==> src/ppl_pkg.sv <==
// ----------------------------------------------------------------------------
// ppl_pkg
// shared constants and helpers for the packed policy rule locator
// ----------------------------------------------------------------------------
package ppl_pkg;

    // width of reported bit positions
    localparam int POS_W      = 11;
    // width of one step of the shared position adder
    localparam int STEP_W     = 6;
    // width of the bit reader counters
    localparam int RD_CNT_W   = 3;
    // width of call and attribute countdowns
    localparam int LOOP_CNT_W = 4;

    // transaction modes
    localparam logic [1:0] MODE_WRITE = 2'd0;
    localparam logic [1:0] MODE_RULE  = 2'd1;
    localparam logic [1:0] MODE_OBLIG = 2'd2;

    // attribute type codes
    localparam logic [2:0] ATTR_BOOL   = 3'd0;
    localparam logic [2:0] ATTR_BYTE   = 3'd1;
    localparam logic [2:0] ATTR_INT    = 3'd2;
    localparam logic [2:0] ATTR_FLOAT  = 3'd3;
    localparam logic [2:0] ATTR_STRING = 3'd4;
    localparam logic [2:0] ATTR_REQREF = 3'd5;
    localparam logic [2:0] ATTR_SYSREF = 3'd6;
    localparam logic [2:0] ATTR_LOCREF = 3'd7;

    // layout of the packed policy
    localparam int POLICY_HDR_POS = 8;   // policy effect, then has-rules
    localparam int POLICY_HDR_LEN = 2;
    localparam int RULE_HDR_OFF   = 8;   // rule effect, then five masks
    localparam int RULE_HDR_LEN   = 6;
    localparam int RULE_BODY_OFF  = 14;
    localparam int FIELD3_LEN     = 3;   // type codes, max indexes, action
    localparam int CALL_ID_LEN    = 8;

    // bits from the start of an attribute's type to its end, string excluded
    function automatic logic [STEP_W-1:0] attr_skip(input logic [2:0] kind);
        logic [STEP_W-1:0] w;
        case (kind)
            ATTR_BOOL:   w = STEP_W'(FIELD3_LEN + 1);
            ATTR_BYTE:   w = STEP_W'(FIELD3_LEN + 8);
            ATTR_INT:    w = STEP_W'(FIELD3_LEN + 16);
            ATTR_FLOAT:  w = STEP_W'(FIELD3_LEN + 32);
            ATTR_REQREF: w = STEP_W'(FIELD3_LEN + 8);
            ATTR_SYSREF: w = STEP_W'(FIELD3_LEN + 8);
            ATTR_LOCREF: w = STEP_W'(FIELD3_LEN + 3);
            default:     w = STEP_W'(FIELD3_LEN);
        endcase
        return w;
    endfunction

endpackage

==> src/ppl_wrap_add.sv <==
// ----------------------------------------------------------------------------
// ppl_wrap_add
// shared position adder: adds a short step and wraps at the end of the store
// ----------------------------------------------------------------------------
module ppl_wrap_add #(
    parameter int TOTAL_BITS = 2048,
    localparam int PW = $clog2(TOTAL_BITS)
) (
    input  logic [PW-1:0]              a,
    input  logic [ppl_pkg::STEP_W-1:0] step,
    output logic [PW-1:0]              sum,
    output logic                       wrap
);
    import ppl_pkg::*;

    logic [PW:0] wide;
    logic [PW:0] wide_sub;

    // step is always shorter than the store, so one subtract is enough
    assign wide     = {1'b0, a} + (PW+1)'(step);
    assign wide_sub = wide - (PW+1)'(TOTAL_BITS);
    assign wrap     = (wide >= (PW+1)'(TOTAL_BITS));
    assign sum      = wrap ? wide_sub[PW-1:0] : wide[PW-1:0];

endmodule

==> src/packed_policy_rule_locator_core.sv <==
// ----------------------------------------------------------------------------
// packed_policy_rule_locator_core
// bit-packed policy store with rule and obligation field locator
// ----------------------------------------------------------------------------
// usage:
//   a transaction is taken when start is high and busy is low.
//   mode write stores byte_value at byte_addr (modulo STORE_BYTES) in the
//   accepting cycle; busy stays low and no result follows. mode 3 is ignored.
//   rule and obligation queries raise busy and walk the store through a single
//   read port, one bit per cycle while a field is read, with every position
//   step done by one shared wrapping adder. the result is registered on the
//   output ports and held until the next rule or obligation query, marked by
//   done, which is high for one cycle; busy drops in that same cycle.
//   a rule query reads the policy and rule headers, then the action code if
//   present, then, with obligations, their count and every obligation call
//   with its attributes. an obligation query walks one call and then reads
//   its fulfill-on flag and, when that is set, its value.
//   the policy store itself has no reset; rst_n clears the sequencer and
//   the result registers. done cannot be held off by the receiver.
// ----------------------------------------------------------------------------
module packed_policy_rule_locator_core #(
    parameter int STORE_BYTES = 256
) (
    input  logic                      clk,
    input  logic                      rst_n,
    input  logic                      start,
    output logic                      busy,
    input  logic [1:0]                mode,
    input  logic [7:0]                byte_addr,
    input  logic [7:0]                byte_value,
    input  logic [ppl_pkg::POS_W-1:0] bit_pos,
    output logic                      done,
    output logic                      policy_effect,
    output logic                      policy_has_rules,
    output logic                      rule_effect,
    output logic                      action_present,
    output logic [2:0]                action_code,
    output logic                      obligations_present,
    output logic [ppl_pkg::POS_W-1:0] first_expression_pos,
    output logic [ppl_pkg::POS_W-1:0] first_obligation_pos,
    output logic                      fulfill_present,
    output logic                      fulfill_value,
    output logic [ppl_pkg::POS_W-1:0] after_task_pos,
    output logic                      overrun
);
    import ppl_pkg::*;

    localparam int TOTAL_BITS = STORE_BYTES * 8;
    localparam int PW         = $clog2(TOTAL_BITS);
    localparam int AW         = $clog2(STORE_BYTES);
    localparam int EXT_W      = PW + POS_W;

    typedef enum logic [3:0] {
        S_IDLE,
        S_READ,
        S_R_HDR,
        S_R_MASK,
        S_R_ACT,
        S_R_FE,
        S_R_OBN,
        S_C_ID,
        S_C_FLG,
        S_C_MAX,
        S_A_KIND,
        S_A_STR,
        S_R_END,
        S_O_HAS,
        S_O_CHK,
        S_O_VAL
    } state_t;

    // policy store and its read port
    logic [7:0]    mem [STORE_BYTES];
    logic [7:0]    rdata_reg;
    logic [2:0]    sel_reg;
    logic          bit_now;

    state_t                state_reg, state_next;
    state_t                ret_reg, ret_next;
    logic [PW-1:0]         p_reg, p_next;
    logic [PW-1:0]         rp_reg, rp_next;
    logic [PW-1:0]         fe_reg, fe_next;
    logic [RD_CNT_W-1:0]   iss_left_reg, iss_left_next;
    logic [RD_CNT_W-1:0]   use_left_reg, use_left_next;
    logic                  pend_reg, pend_next;
    logic [7:0]            acc_reg, acc_next;
    logic [LOOP_CNT_W-1:0] calls_left_reg, calls_left_next;
    logic [LOOP_CNT_W-1:0] attrs_left_reg, attrs_left_next;
    logic                  is_rule_reg, is_rule_next;
    logic                  ovf_reg, ovf_next;
    logic                  done_reg, done_next;

    logic                  policy_effect_reg, policy_effect_next;
    logic                  policy_has_rules_reg, policy_has_rules_next;
    logic                  rule_effect_reg, rule_effect_next;
    logic                  action_present_reg, action_present_next;
    logic [2:0]            action_code_reg, action_code_next;
    logic                  obligations_present_reg, obligations_present_next;
    logic [POS_W-1:0]      first_expression_pos_reg, first_expression_pos_next;
    logic [POS_W-1:0]      first_obligation_pos_reg, first_obligation_pos_next;
    logic                  fulfill_present_reg, fulfill_present_next;
    logic                  fulfill_value_reg, fulfill_value_next;
    logic [POS_W-1:0]      after_task_pos_reg, after_task_pos_next;

    logic                  accept;
    logic                  wr_en;
    logic [AW-1:0]         wr_idx;
    logic [PW-1:0]         start_mod;

    logic [PW-1:0]         add_a;
    logic [STEP_W-1:0]     add_b;
    logic                  add_en;
    logic [PW-1:0]         add_sum;
    logic                  add_wrap;
    logic [EXT_W-1:0]      ext_sum;
    logic [EXT_W-1:0]      ext_p;
    logic [1:0]            mask_cnt;
    logic                  attr_done;
    logic                  call_done;

    assign busy   = (state_reg != S_IDLE);
    assign accept = start && !busy;
    assign wr_en  = accept && (mode == MODE_WRITE);

    // reduce the incoming byte address and bit position into the store
    always_comb
    begin
        logic [31:0] v;
        v = 32'(byte_addr);
        for (int k = 3; k >= 0; k--)
        begin
            if (v >= (32'(STORE_BYTES) << k))
                v = v - (32'(STORE_BYTES) << k);
        end
        wr_idx = v[AW-1:0];
    end

    always_comb
    begin
        logic [31:0] v;
        v = 32'(bit_pos);
        for (int k = 3; k >= 0; k--)
        begin
            if (v >= (32'(TOTAL_BITS) << k))
                v = v - (32'(TOTAL_BITS) << k);
        end
        start_mod = v[PW-1:0];
    end

    always_ff @(posedge clk)
    begin
        if (wr_en)
            mem[wr_idx] <= byte_value;
        rdata_reg <= mem[rp_reg[PW-1:3]];
        sel_reg   <= rp_reg[2:0];
    end

    // msb first within a byte
    assign bit_now = rdata_reg[3'd7 - sel_reg];

    ppl_wrap_add #(
        .TOTAL_BITS(TOTAL_BITS)
    ) u_add (
        .a    (add_a),
        .step (add_b),
        .sum  (add_sum),
        .wrap (add_wrap)
    );

    assign ext_sum  = EXT_W'(add_sum);
    assign ext_p    = EXT_W'(p_reg);
    assign mask_cnt = 2'(acc_reg[4]) + 2'(acc_reg[3]) + 2'(acc_reg[2]);

    always_comb
    begin
        state_next                = state_reg;
        ret_next                  = ret_reg;
        p_next                    = p_reg;
        rp_next                   = rp_reg;
        fe_next                   = fe_reg;
        iss_left_next             = iss_left_reg;
        use_left_next             = use_left_reg;
        pend_next                 = pend_reg;
        acc_next                  = acc_reg;
        calls_left_next           = calls_left_reg;
        attrs_left_next           = attrs_left_reg;
        is_rule_next              = is_rule_reg;
        ovf_next                  = ovf_reg;
        done_next                 = 1'b0;
        policy_effect_next        = policy_effect_reg;
        policy_has_rules_next     = policy_has_rules_reg;
        rule_effect_next          = rule_effect_reg;
        action_present_next       = action_present_reg;
        action_code_next          = action_code_reg;
        obligations_present_next  = obligations_present_reg;
        first_expression_pos_next = first_expression_pos_reg;
        first_obligation_pos_next = first_obligation_pos_reg;
        fulfill_present_next      = fulfill_present_reg;
        fulfill_value_next        = fulfill_value_reg;
        after_task_pos_next       = after_task_pos_reg;
        add_a                     = p_reg;
        add_b                     = '0;
        add_en                    = 1'b0;
        attr_done                 = 1'b0;
        call_done                 = 1'b0;

        case (state_reg)
            S_IDLE:
            begin
                if (accept && (mode == MODE_RULE || mode == MODE_OBLIG))
                begin
                    policy_effect_next        = 1'b0;
                    policy_has_rules_next     = 1'b0;
                    rule_effect_next          = 1'b0;
                    action_present_next       = 1'b0;
                    action_code_next          = '0;
                    obligations_present_next  = 1'b0;
                    first_expression_pos_next = '0;
                    first_obligation_pos_next = '0;
                    fulfill_present_next      = 1'b0;
                    fulfill_value_next        = 1'b0;
                    after_task_pos_next       = '0;
                    ovf_next                  = 1'b0;
                    p_next                    = start_mod;
                    calls_left_next           = LOOP_CNT_W'(1);
                    is_rule_next              = (mode == MODE_RULE);
                    if (mode == MODE_RULE)
                    begin
                        rp_next       = PW'(POLICY_HDR_POS);
                        iss_left_next = RD_CNT_W'(POLICY_HDR_LEN);
                        use_left_next = RD_CNT_W'(POLICY_HDR_LEN);
                        pend_next     = 1'b0;
                        ret_next      = S_R_HDR;
                        state_next    = S_READ;
                    end
                    else
                    begin
                        state_next = S_C_ID;
                    end
                end
            end

            // bit reader: issues one address and takes one bit per cycle
            S_READ:
            begin
                if (pend_reg)
                begin
                    acc_next      = {acc_reg[6:0], bit_now};
                    use_left_next = use_left_reg - 1'b1;
                    if (use_left_reg == RD_CNT_W'(1))
                        state_next = ret_reg;
                end
                if (iss_left_reg != '0)
                begin
                    pend_next     = 1'b1;
                    iss_left_next = iss_left_reg - 1'b1;
                    if (iss_left_reg >= RD_CNT_W'(2))
                    begin
                        add_a   = rp_reg;
                        add_b   = STEP_W'(1);
                        add_en  = 1'b1;
                        rp_next = add_sum;
                    end
                end
                else
                begin
                    pend_next = 1'b0;
                end
            end

            S_R_HDR:
            begin
                policy_effect_next    = acc_reg[1];
                policy_has_rules_next = acc_reg[0];
                add_b         = STEP_W'(RULE_HDR_OFF);
                add_en        = 1'b1;
                rp_next       = add_sum;
                iss_left_next = RD_CNT_W'(RULE_HDR_LEN);
                use_left_next = RD_CNT_W'(RULE_HDR_LEN);
                pend_next     = 1'b0;
                ret_next      = S_R_MASK;
                state_next    = S_READ;
            end

            // effect, three byte-field masks, action mask, obligation mask
            S_R_MASK:
            begin
                rule_effect_next         = acc_reg[5];
                action_present_next      = acc_reg[1];
                obligations_present_next = acc_reg[0];
                add_b  = STEP_W'(RULE_BODY_OFF) + STEP_W'({mask_cnt, 3'b000});
                add_en = 1'b1;
                p_next = add_sum;
                if (acc_reg[1])
                begin
                    rp_next       = add_sum;
                    iss_left_next = RD_CNT_W'(FIELD3_LEN);
                    use_left_next = RD_CNT_W'(FIELD3_LEN);
                    pend_next     = 1'b0;
                    ret_next      = S_R_ACT;
                    state_next    = S_READ;
                end
                else
                begin
                    state_next = S_R_FE;
                end
            end

            S_R_ACT:
            begin
                action_code_next = acc_reg[2:0];
                add_b      = STEP_W'(FIELD3_LEN);
                add_en     = 1'b1;
                p_next     = add_sum;
                state_next = S_R_FE;
            end

            S_R_FE:
            begin
                add_b   = STEP_W'(FIELD3_LEN);
                add_en  = 1'b1;
                fe_next = add_sum;
                first_expression_pos_next = ext_sum[POS_W-1:0];
                if (obligations_present_reg)
                begin
                    rp_next       = p_reg;
                    iss_left_next = RD_CNT_W'(FIELD3_LEN);
                    use_left_next = RD_CNT_W'(FIELD3_LEN);
                    pend_next     = 1'b0;
                    ret_next      = S_R_OBN;
                    state_next    = S_READ;
                end
                else
                begin
                    done_next  = 1'b1;
                    state_next = S_IDLE;
                end
            end

            S_R_OBN:
            begin
                calls_left_next = LOOP_CNT_W'(acc_reg[2:0]) + 1'b1;
                p_next          = fe_reg;
                state_next      = S_C_ID;
            end

            // skip the call id, then read its attribute flag
            S_C_ID:
            begin
                add_b         = STEP_W'(CALL_ID_LEN);
                add_en        = 1'b1;
                p_next        = add_sum;
                rp_next       = add_sum;
                iss_left_next = RD_CNT_W'(1);
                use_left_next = RD_CNT_W'(1);
                pend_next     = 1'b0;
                ret_next      = S_C_FLG;
                state_next    = S_READ;
            end

            S_C_FLG:
            begin
                add_b  = STEP_W'(1);
                add_en = 1'b1;
                p_next = add_sum;
                if (acc_reg[0])
                begin
                    rp_next       = add_sum;
                    iss_left_next = RD_CNT_W'(FIELD3_LEN);
                    use_left_next = RD_CNT_W'(FIELD3_LEN);
                    pend_next     = 1'b0;
                    ret_next      = S_C_MAX;
                    state_next    = S_READ;
                end
                else
                begin
                    call_done = 1'b1;
                end
            end

            S_C_MAX:
            begin
                attrs_left_next = LOOP_CNT_W'(acc_reg[2:0]) + 1'b1;
                add_b         = STEP_W'(FIELD3_LEN);
                add_en        = 1'b1;
                p_next        = add_sum;
                rp_next       = add_sum;
                iss_left_next = RD_CNT_W'(FIELD3_LEN);
                use_left_next = RD_CNT_W'(FIELD3_LEN);
                pend_next     = 1'b0;
                ret_next      = S_A_KIND;
                state_next    = S_READ;
            end

            S_A_KIND:
            begin
                add_en = 1'b1;
                if (acc_reg[2:0] == ATTR_STRING)
                begin
                    add_b         = STEP_W'(FIELD3_LEN);
                    p_next        = add_sum;
                    rp_next       = add_sum;
                    iss_left_next = RD_CNT_W'(FIELD3_LEN);
                    use_left_next = RD_CNT_W'(FIELD3_LEN);
                    pend_next     = 1'b0;
                    ret_next      = S_A_STR;
                    state_next    = S_READ;
                end
                else
                begin
                    add_b     = attr_skip(acc_reg[2:0]);
                    p_next    = add_sum;
                    attr_done = 1'b1;
                end
            end

            // length field, then eight bits per character
            S_A_STR:
            begin
                add_b     = STEP_W'(FIELD3_LEN) + STEP_W'({acc_reg[2:0], 3'b000});
                add_en    = 1'b1;
                p_next    = add_sum;
                attr_done = 1'b1;
            end

            S_R_END:
            begin
                add_b  = STEP_W'(FIELD3_LEN);
                add_en = 1'b1;
                first_obligation_pos_next = ext_sum[POS_W-1:0];
                done_next  = 1'b1;
                state_next = S_IDLE;
            end

            S_O_HAS:
            begin
                after_task_pos_next = ext_p[POS_W-1:0];
                rp_next       = p_reg;
                iss_left_next = RD_CNT_W'(1);
                use_left_next = RD_CNT_W'(1);
                pend_next     = 1'b0;
                ret_next      = S_O_CHK;
                state_next    = S_READ;
            end

            S_O_CHK:
            begin
                fulfill_present_next = acc_reg[0];
                if (acc_reg[0])
                begin
                    add_b         = STEP_W'(1);
                    add_en        = 1'b1;
                    rp_next       = add_sum;
                    iss_left_next = RD_CNT_W'(1);
                    use_left_next = RD_CNT_W'(1);
                    pend_next     = 1'b0;
                    ret_next      = S_O_VAL;
                    state_next    = S_READ;
                end
                else
                begin
                    done_next  = 1'b1;
                    state_next = S_IDLE;
                end
            end

            S_O_VAL:
            begin
                fulfill_value_next = acc_reg[0];
                done_next  = 1'b1;
                state_next = S_IDLE;
            end

            default:
            begin
                state_next = S_IDLE;
            end
        endcase

        // next attribute type is read at the new position
        if (attr_done)
        begin
            if (attrs_left_reg == LOOP_CNT_W'(1))
            begin
                call_done = 1'b1;
            end
            else
            begin
                attrs_left_next = attrs_left_reg - 1'b1;
                rp_next         = add_sum;
                iss_left_next   = RD_CNT_W'(FIELD3_LEN);
                use_left_next   = RD_CNT_W'(FIELD3_LEN);
                pend_next       = 1'b0;
                ret_next        = S_A_KIND;
                state_next      = S_READ;
            end
        end

        if (call_done)
        begin
            if (calls_left_reg == LOOP_CNT_W'(1))
            begin
                state_next = is_rule_reg ? S_R_END : S_O_HAS;
            end
            else
            begin
                calls_left_next = calls_left_reg - 1'b1;
                state_next      = S_C_ID;
            end
        end

        // any step of the shared adder that wraps past the end of the store sets overrun
        if (add_en && add_wrap)
            ovf_next = 1'b1;
    end

    always_ff @(posedge clk or negedge rst_n)
    begin
        if (!rst_n)
        begin
            state_reg                <= S_IDLE;
            ret_reg                  <= S_IDLE;
            iss_left_reg             <= '0;
            use_left_reg             <= '0;
            pend_reg                 <= 1'b0;
            calls_left_reg           <= '0;
            attrs_left_reg           <= '0;
            is_rule_reg              <= 1'b0;
            ovf_reg                  <= 1'b0;
            done_reg                 <= 1'b0;
            policy_effect_reg        <= 1'b0;
            policy_has_rules_reg     <= 1'b0;
            rule_effect_reg          <= 1'b0;
            action_present_reg       <= 1'b0;
            action_code_reg          <= '0;
            obligations_present_reg  <= 1'b0;
            first_expression_pos_reg <= '0;
            first_obligation_pos_reg <= '0;
            fulfill_present_reg      <= 1'b0;
            fulfill_value_reg        <= 1'b0;
            after_task_pos_reg       <= '0;
        end
        else
        begin
            state_reg                <= state_next;
            ret_reg                  <= ret_next;
            iss_left_reg             <= iss_left_next;
            use_left_reg             <= use_left_next;
            pend_reg                 <= pend_next;
            calls_left_reg           <= calls_left_next;
            attrs_left_reg           <= attrs_left_next;
            is_rule_reg              <= is_rule_next;
            ovf_reg                  <= ovf_next;
            done_reg                 <= done_next;
            policy_effect_reg        <= policy_effect_next;
            policy_has_rules_reg     <= policy_has_rules_next;
            rule_effect_reg          <= rule_effect_next;
            action_present_reg       <= action_present_next;
            action_code_reg          <= action_code_next;
            obligations_present_reg  <= obligations_present_next;
            first_expression_pos_reg <= first_expression_pos_next;
            first_obligation_pos_reg <= first_obligation_pos_next;
            fulfill_present_reg      <= fulfill_present_next;
            fulfill_value_reg        <= fulfill_value_next;
            after_task_pos_reg       <= after_task_pos_next;
        end
    end

    // position and shift registers carry no reset
    always_ff @(posedge clk)
    begin
        p_reg   <= p_next;
        rp_reg  <= rp_next;
        fe_reg  <= fe_next;
        acc_reg <= acc_next;
    end

    assign done                 = done_reg;
    assign policy_effect        = policy_effect_reg;
    assign policy_has_rules     = policy_has_rules_reg;
    assign rule_effect          = rule_effect_reg;
    assign action_present       = action_present_reg;
    assign action_code          = action_code_reg;
    assign obligations_present  = obligations_present_reg;
    assign first_expression_pos = first_expression_pos_reg;
    assign first_obligation_pos = first_obligation_pos_reg;
    assign fulfill_present      = fulfill_present_reg;
    assign fulfill_value        = fulfill_value_reg;
    assign after_task_pos       = after_task_pos_reg;
    assign overrun              = ovf_reg;

endmodule
==> config.mk <==
export PLATFORM = sky130hd
export DESIGN_NAME = packed_policy_rule_locator_core
export DESIGN_NICKNAME = d
export VERILOG_FILES = /design/src/ppl_pkg.sv /design/src/ppl_wrap_add.sv /design/src/packed_policy_rule_locator_core.sv
export SDC_FILE = /design/constraint.sdc
export NUM_CORES = 2
export LEC_CHECK = 0
export BUFFER_PORTS_ARGS = -buffer_cell sky130_fd_sc_hd__buf_2
export CORE_MARGIN = 8
export CORE_UTILIZATION = 55
export DETAILED_ROUTE_END_ITERATION = 6
export MAX_ROUTING_LAYER = met4
export PLACE_DENSITY = 0.74
export SLEW_MARGIN = 20
export SYNTH_ARGS = -nofsm -noshare
export SYNTH_HDL_FRONTEND = slang
export SYNTH_SLANG_ARGS = --single-unit
==> constraint.sdc <==
create_clock -name clk -period 3.5 [get_ports clk]
set_input_delay 0.35 -clock clk [delete_from_list [all_inputs] [get_ports clk]]
set_output_delay 0.35 -clock clk [all_outputs]
set_load 0.005 [all_outputs]
Word-level counts from Yosys, hierarchy flattened. Memory sizes are Yosys's and may differ from the RTL's. A register that Yosys moved wholly into a read port is not among the register bits. Index checks and enable logic that the tools add are counted.

Flip-flop bits (word level): 111. Memory bits (writable): 2048. Input bits: 32. Output and inout bits: 46. Logic and storage cells: 233. Memories kept: 1.

Memory list: mem (depth 256, width 8, rd ports 1, clocked after Yosys merged registers in 1, write ports 1, RTL line packed_policy_rule_locator_core.sv:73) `logic [7:0] mem [STORE_BYTES];`.

Add/sub/neg operators: 12. Magnitude comparators: 3. Equality and inequality tests: 28. Muxes and demuxes: 119. Reductions and logical operators: 44.

Operator list (count): 11-bit 2-to-1 mux (16); 4-bit 2-to-1 mux (24); 11-bit case mux with 8 select lines (1); 3-bit 2-to-1 mux (23); 11-bit case mux with 2 select lines (3); 3-bit case mux with 10 select lines (2); 6-bit case mux with 8 select lines (1); 4-bit case mux with 11 select lines (1); 4-bit case mux with 10 select lines (1); 11-bit case mux with 3 select lines (1); 4-bit == test, second input constant (8); 1-bit 2-to-1 mux (30); 6-bit case mux with 5 select lines (1); 2-bit AND reduction (12); 2-bit nonzero test (10); 4-bit by 3-bit == test with 1-bit output, second input constant (4); 1-bit case mux with 2 select lines (8); 11-bit by 6-bit adder with 12-bit output (1); 3-bit == test, second input constant (4); 4-bit by 1-bit == test with 1-bit output, second input constant (3); 12-bit greater-or-equal comparator, second input constant (1); 11-bit by 1-bit subtractor with 11-bit output, second input constant (1); 10-bit OR reduction (1); 4-bit by 2-bit == test with 1-bit output, second input constant (2); 33 further kinds (47).

Logic depth before layout (Yosys ltp).
Word-level depth: 13. Mapped depth: 16. Gate-level depth less buffers: 15.

Hierarchy. From an unflattened synthesis, not the netlist that was laid out.

Cell total of the unflattened synthesis: 4417. Area total of the unflattened synthesis: 85757.2 µm².

Modules (own cells, without submodules): packed_policy_rule_locator_core (instances 1, cells each 4364, area each 85346.9 µm², seq. area each 64506.9 µm²); ppl_wrap_add (instances 1, cells each 53, area each 410.4 µm², seq. area each 0.0 µm²).

Worst setup path before layout. No wires, ideal clock.

Path type: register -> register. Start: register acc_reg[0]. End: register p_reg[8] (data pin). Setup time: 0.272 ns. Arrival time: 3.598 ns. Required time: 3.228 ns. Path slack: -0.370 ns. Stages on the path, launching flop included: 17. Path buffers: 2. Period minus slack after synthesis: 3.870 ns. Cells stage by stage: edfxtp_1 clkbuf_1 clkinv_1 ha_1 clkbuf_1 nand2_1 nand3_1 o41ai_1 o311ai_0 ha_1 fa_1 a21o_1 a21o_1 a211oi_1 a211oi_1 o21ai_0 o21ai_0.

Longest elaborated chain between the ends: 9. Elaborated cells on any way between the ends: 19. Those cells by class: 3 x add/sub; 1 x order compare; 7 x eq/ne; 6 x mux; 2 x reduce/logical.

RTL lines: start, declared (RTL line packed_policy_rule_locator_core.sv:86) `logic [7:0] acc_reg, acc_next;`; start signal, assigned (RTL line packed_policy_rule_locator_core.sv:575) `acc_reg <= acc_next;`; 3-bit == test / 3-bit by 1-bit == test with 1-bit output (equally long branches) (RTL line ppl_pkg.sv:43) `case (kind)`; 3-bit OR reduction (no source line); 6-bit case mux with 5 select lines (RTL line ppl_pkg.sv:43); 6-bit 2-to-1 mux (RTL line packed_policy_rule_locator_core.sv:398) `if (acc_reg[2:0] == ATTR_STRING)`; 6-bit case mux with 8 select lines (*) (RTL line packed_policy_rule_locator_core.sv:207) `case (state_reg)`; 11-bit by 6-bit adder with 12-bit output (*) (RTL line ppl_wrap_add.sv:20) `assign wide = {1'b0, a} + (PW+1)'(step);`; 11-bit by 1-bit subtractor with 11-bit output / 12-bit greater-or-equal comparator (equally long branches) (RTL line ppl_wrap_add.sv:21, ppl_wrap_add.sv:22); 11-bit 2-to-1 mux (*) (RTL line ppl_wrap_add.sv:23) `assign sum = wrap ? wide_sub[PW-1:0] : wide[PW-1:0];`; 11-bit case mux with 3 select lines (*) (RTL line packed_policy_rule_locator_core.sv:207); net p_next[8] (RTL line packed_policy_rule_locator_core.sv:80) `logic [PW-1:0] p_reg, p_next;`; end signal, assigned (RTL line packed_policy_rule_locator_core.sv:572) `p_reg <= p_next;`; end, declared (RTL line packed_policy_rule_locator_core.sv:80).

Mark *: on every way through the listed nets, which the timed path passes. The rest lies on a longest branch. A chain may end at the register's enable or synchronous reset.

Worst setup path in the final report.
Start: register acc_reg[0]. End: register first_obligation_pos_reg[8] (netlist: first_obligation_pos[8]).

Longest elaborated chain between the ends: 9. Elaborated cells on any way between the ends: 19. Those cells by class: 3 x add/sub; 1 x order compare; 7 x eq/ne; 6 x mux; 2 x reduce/logical.

RTL lines: 3-bit == test / 3-bit by 1-bit == test with 1-bit output (equally long branches) (RTL line ppl_pkg.sv:43); 3-bit OR reduction (no source line); 6-bit case mux with 5 select lines (RTL line ppl_pkg.sv:43); 6-bit 2-to-1 mux (RTL line packed_policy_rule_locator_core.sv:398); 6-bit case mux with 8 select lines (*) (RTL line packed_policy_rule_locator_core.sv:207); 11-bit by 6-bit adder with 12-bit output (*) (RTL line ppl_wrap_add.sv:20); 11-bit by 1-bit subtractor with 11-bit output / 12-bit greater-or-equal comparator (equally long branches) (RTL line ppl_wrap_add.sv:21, ppl_wrap_add.sv:22); 11-bit 2-to-1 mux (*) (RTL line ppl_wrap_add.sv:23); 11-bit case mux with 2 select lines (*) (RTL line packed_policy_rule_locator_core.sv:207); end signal, assigned (RTL line packed_policy_rule_locator_core.sv:562) `first_obligation_pos_reg <= first_obligation_pos_next;`; end, declared (RTL line packed_policy_rule_locator_core.sv:100) `logic [POS_W-1:0] first_obligation_pos_reg, first_obligation_pos_next;`.

Every way passes the cells marked *; elsewhere a longest branch is shown, timed or not.

==> out/qor.yml <==
critical_path:
  r2r-end: "first_obligation_pos[8]"
  worstPathRequired_ns: 4.22
  end_kind: "flop"
  reg2reg_from: "acc_reg[0]"
  rr_worst_depth: 17
  cp-start-kind: "flop"
  cp_max_fo: 5
  r2r_slack_ns: 0.05
  critPathKind: "reg2reg"
  worstPathArrival_ns: 4.16
clock_tree:
  htree_levels: 4
  cts.sink_count: 2167
  clockBufferDepth: 3
  cts.clk_slew.worst_paths_ns: 0.06
  cts_made_buffers: 204
  clkLatencyLatePin_ns: 0.83
  cts_root_buf: "clkbuf_16"
  cts_tree: "yes"
route:
  wl_per_cell_um: 30.1
  wl_um: 216000
  route.met2.wl_um: 103000
  vias: 46177
  post-route-drc-count: 0
  met1_length_um: 80900
  drtAntennaViolNets: 0
  drt_first_pass_iters: 6
  drt_iter0_markers: 6251
  highest_layer: "met4"
  wl_met3_um: 23600
  viasPerCell: 6.44
yosys:
  synth_commonest_cells: "edfxtp_1 (2076), mux4_2 (489), nor2_1 (313)"
  yosysUniqueCellTypes: 76
  yosysSeqAreaShare_pct: 75.7
  synth_nets: 4365
  synth.most_common_cell: "edfxtp_1"
  syn_inst: 4306
  synth_largest_area_cell: "edfxtp_1"
  yosys_most_used_dff: "edfxtp_1"
  synth_top_area_share_pct: 73.1
  async_flop_share_pct: 3.18
  synth_enable_flop_cells: 2076
  netlist_area_mm2: 0.0852
  ys_warn_count: 0
  synth_area_leaders: "edfxtp_1 (73%), mux4_2 (13%), dfrtp_1 (2.0%)"
  syn_avg_cell_area_um2: 19.8
  ys_ff_latch: 2167
sta:
  setup_slack_ns: 0.0549
  fin_crit_sh_pct: 98.4
  setup_viol: 0
  relSlewSlack_pct: 30.1
  period_minus_slack_ns: 3.45
  max_slew.worst_pin.slew_ns: 1.04
  finClkSkew_ns: 0.0212
  max_freq_ghz: 0.290
  finalHoldViolCount: 0
  drv_slew: 0
  rsz0062_at_grt: "true"
grt:
  grtUsageTotal_pct: 26.2
  antenna_found_initial: 14
  grt_pass1_vias: 46204
  grt_pass1_wl_um: 316000
  grt_max_degree: 120
  grt_overflow_total: 0
pwr:
  leakagePower_nw: 32.3
  total_power_mw: 69.8
  p_per_area_mw_per_mm2: 705
  ir_drop_v: 0.000592
die:
  die-area_mm2: 0.168
  core_area_mm2: 0.154
  die_w_um: 410
  die_height_um: 410
  start_util_pct: 55.3
  ios: 78
  rows: 144
layout:
  final_layout_size_suffix_gt1_share_pct: 29.9
  nets: 5011
  fill_cells: 10028
  largest_reg_flops: 2048
  regMostFlops: "mem"
  area_delta_synth_final_pct: 16.2
  final_design_area_no_fill_mm2: 0.0991
place:
  port_buffers: 77
  dp_slack_ns: -0.220
  gp_congestion: 0.943
  place_area_mm2: 0.0921
  hpwlAfterDp_um: 134000
run_status:
  status: "finished clean"
job:
  drv_cap: 0
worst_hold_path:
  hp-class: "in2async"
per-layer routing:
layer	up-vias	GRT usage, %
met3	509	5.45
met1	23750	35.5
met2	2867	40.0
met4	0	9.19
li1	19051	-
met5	-	-
cells in the final DEF (no fill, tap or decap), types with 15 or more instances in the layout:
cell | netlist | layout
edfxtp_1 | 2076 | 2076
buf_4 | 38 | 545
mux4_2 | 489 | 489
nor2_1 | 313 | 310
clkbuf_16 | 0 | 207
a22oi_1 | 186 | 185
nand2_1 | 124 | 117
a21oi_1 | 95 | 94
nand3_1 | 86 | 79
mux2i_1 | 80 | 78
o21ai_0 | 83 | 78
dfrtp_1 | 69 | 69
buf_2 | 54 | 69
buf_12 | 3 | 64
clkinv_1 | 1 | 45
clkbuf_1 | 127 | 39
clkinv_2 | 0 | 38
inv_1 | 37 | 35
a22o_1 | 31 | 31
a221oi_1 | 31 | 31
o211ai_1 | 30 | 30
nor3_1 | 24 | 23
o22ai_1 | 23 | 23
nor4_1 | 23 | 23
nor2b_1 | 26 | 22
nand2b_1 | 22 | 21
ha_1 | 25 | 19
dfxtp_1 | 22 | 19
o21ai_1 | 11 | 15
cell type report:
type | instances | area [µm²] | share of cell area (%)
flip-flops and latches | 2167 | 64500 | 65.1
repair buffers | 702 | 5990 | 6.05
clock inverters | 118 | 1000 | 1.01
inverters | 38 | 150 | 0.152
well taps | 2044 | 2560 | 2.58
multi-input cells | 1839 | 19400 | 19.6
diodes | 10 | 25.0 | 0.0253
clock buffers | 252 | 5410 | 5.46
worst max-delay path by stage:
stage / slack (ns) / cells past startpoint / endpoint / startpoint
3_3_place_gp: -0.17 / 16 / first_obligation_pos[8] / acc_reg[0]
3_5_place_dp: -0.22 / 16 / first_expression_pos[8] / acc_reg[0]
5_1_grt: -0.12 / 17 / first_obligation_pos[8] / acc_reg[0]
2_1_floorplan: 0.007 / 16 / p_reg[8] / acc_reg[0]
6_report: 0.05 / 17 / first_obligation_pos[8] / acc_reg[0]
4_1_cts: 0.02 / 25 / attrs_left_reg[0] / acc_reg[0]
per-stage QoR:
step / TNS, ns / hold slack [ns] / std cells / util [%]
global route: -1.04 / 0.108 / 7168 / 64.3
global placement: -0.891 / 0.395 / 6745 / 59.8
detailed placement: -1.77 / 0.387 / 6745 / 59.8
CTS: 0 / 0.0362 / 7150 / 64.2
floorplan: 0 / 0.0544 / 4306 / -
finish: 0 / 0.0819 / 7170 / 64.3
critical path: stages (launching register included):
cell	delay, ns
edfxtp_1	0.40
buf_6	0.15
inv_8	0.06
ha_4	0.14
nand2b_4	0.12
nand3_2	0.08
o41ai_2	0.30
buf_4	0.18
o311ai_4	0.08
ha_2	0.20
fa_2	0.34
a21o_1	0.19
a21o_1	0.24
a21o_4	0.27
a211oi_2	0.26
o21ai_2	0.10
buf_6	0.14
o21ai_1	0.11
power breakdown:
group | switching (mW) | internal (mW) | leakage, nW
clock network | 9.41 | 11.9 | 3.14
logic | 10.5 | 8.21 | 9.43
registers | 0.729 | 29.0 | 19.8
total | 20.7 | 49.2 | 32.3
cells by family after synthesis:
group                    count (synthesis)  share of synthesized area [%]
adder cells (fa/ha/maj)                 27                          0.414
flip-flops                            2167                           75.7
buffers and inverters                  300                           1.85
multiplexers                           570                           13.9
AO/OA/AOI/OAI                          561                           4.50
AND/OR/NAND/NOR                        670                           3.58
XOR/XNOR                                11                          0.113
what timing repair did:
item                                   in CTS  in global routing
setup buffers                              23                 11
hold buffers                               12                  0
endpoints found under the hold margin      38                  0
setup endpoints to repair                  26                 31
resized for setup                          18                 30
pin swaps                                   8                 18
No activity file was read; power rests on OpenSTA's default activity.
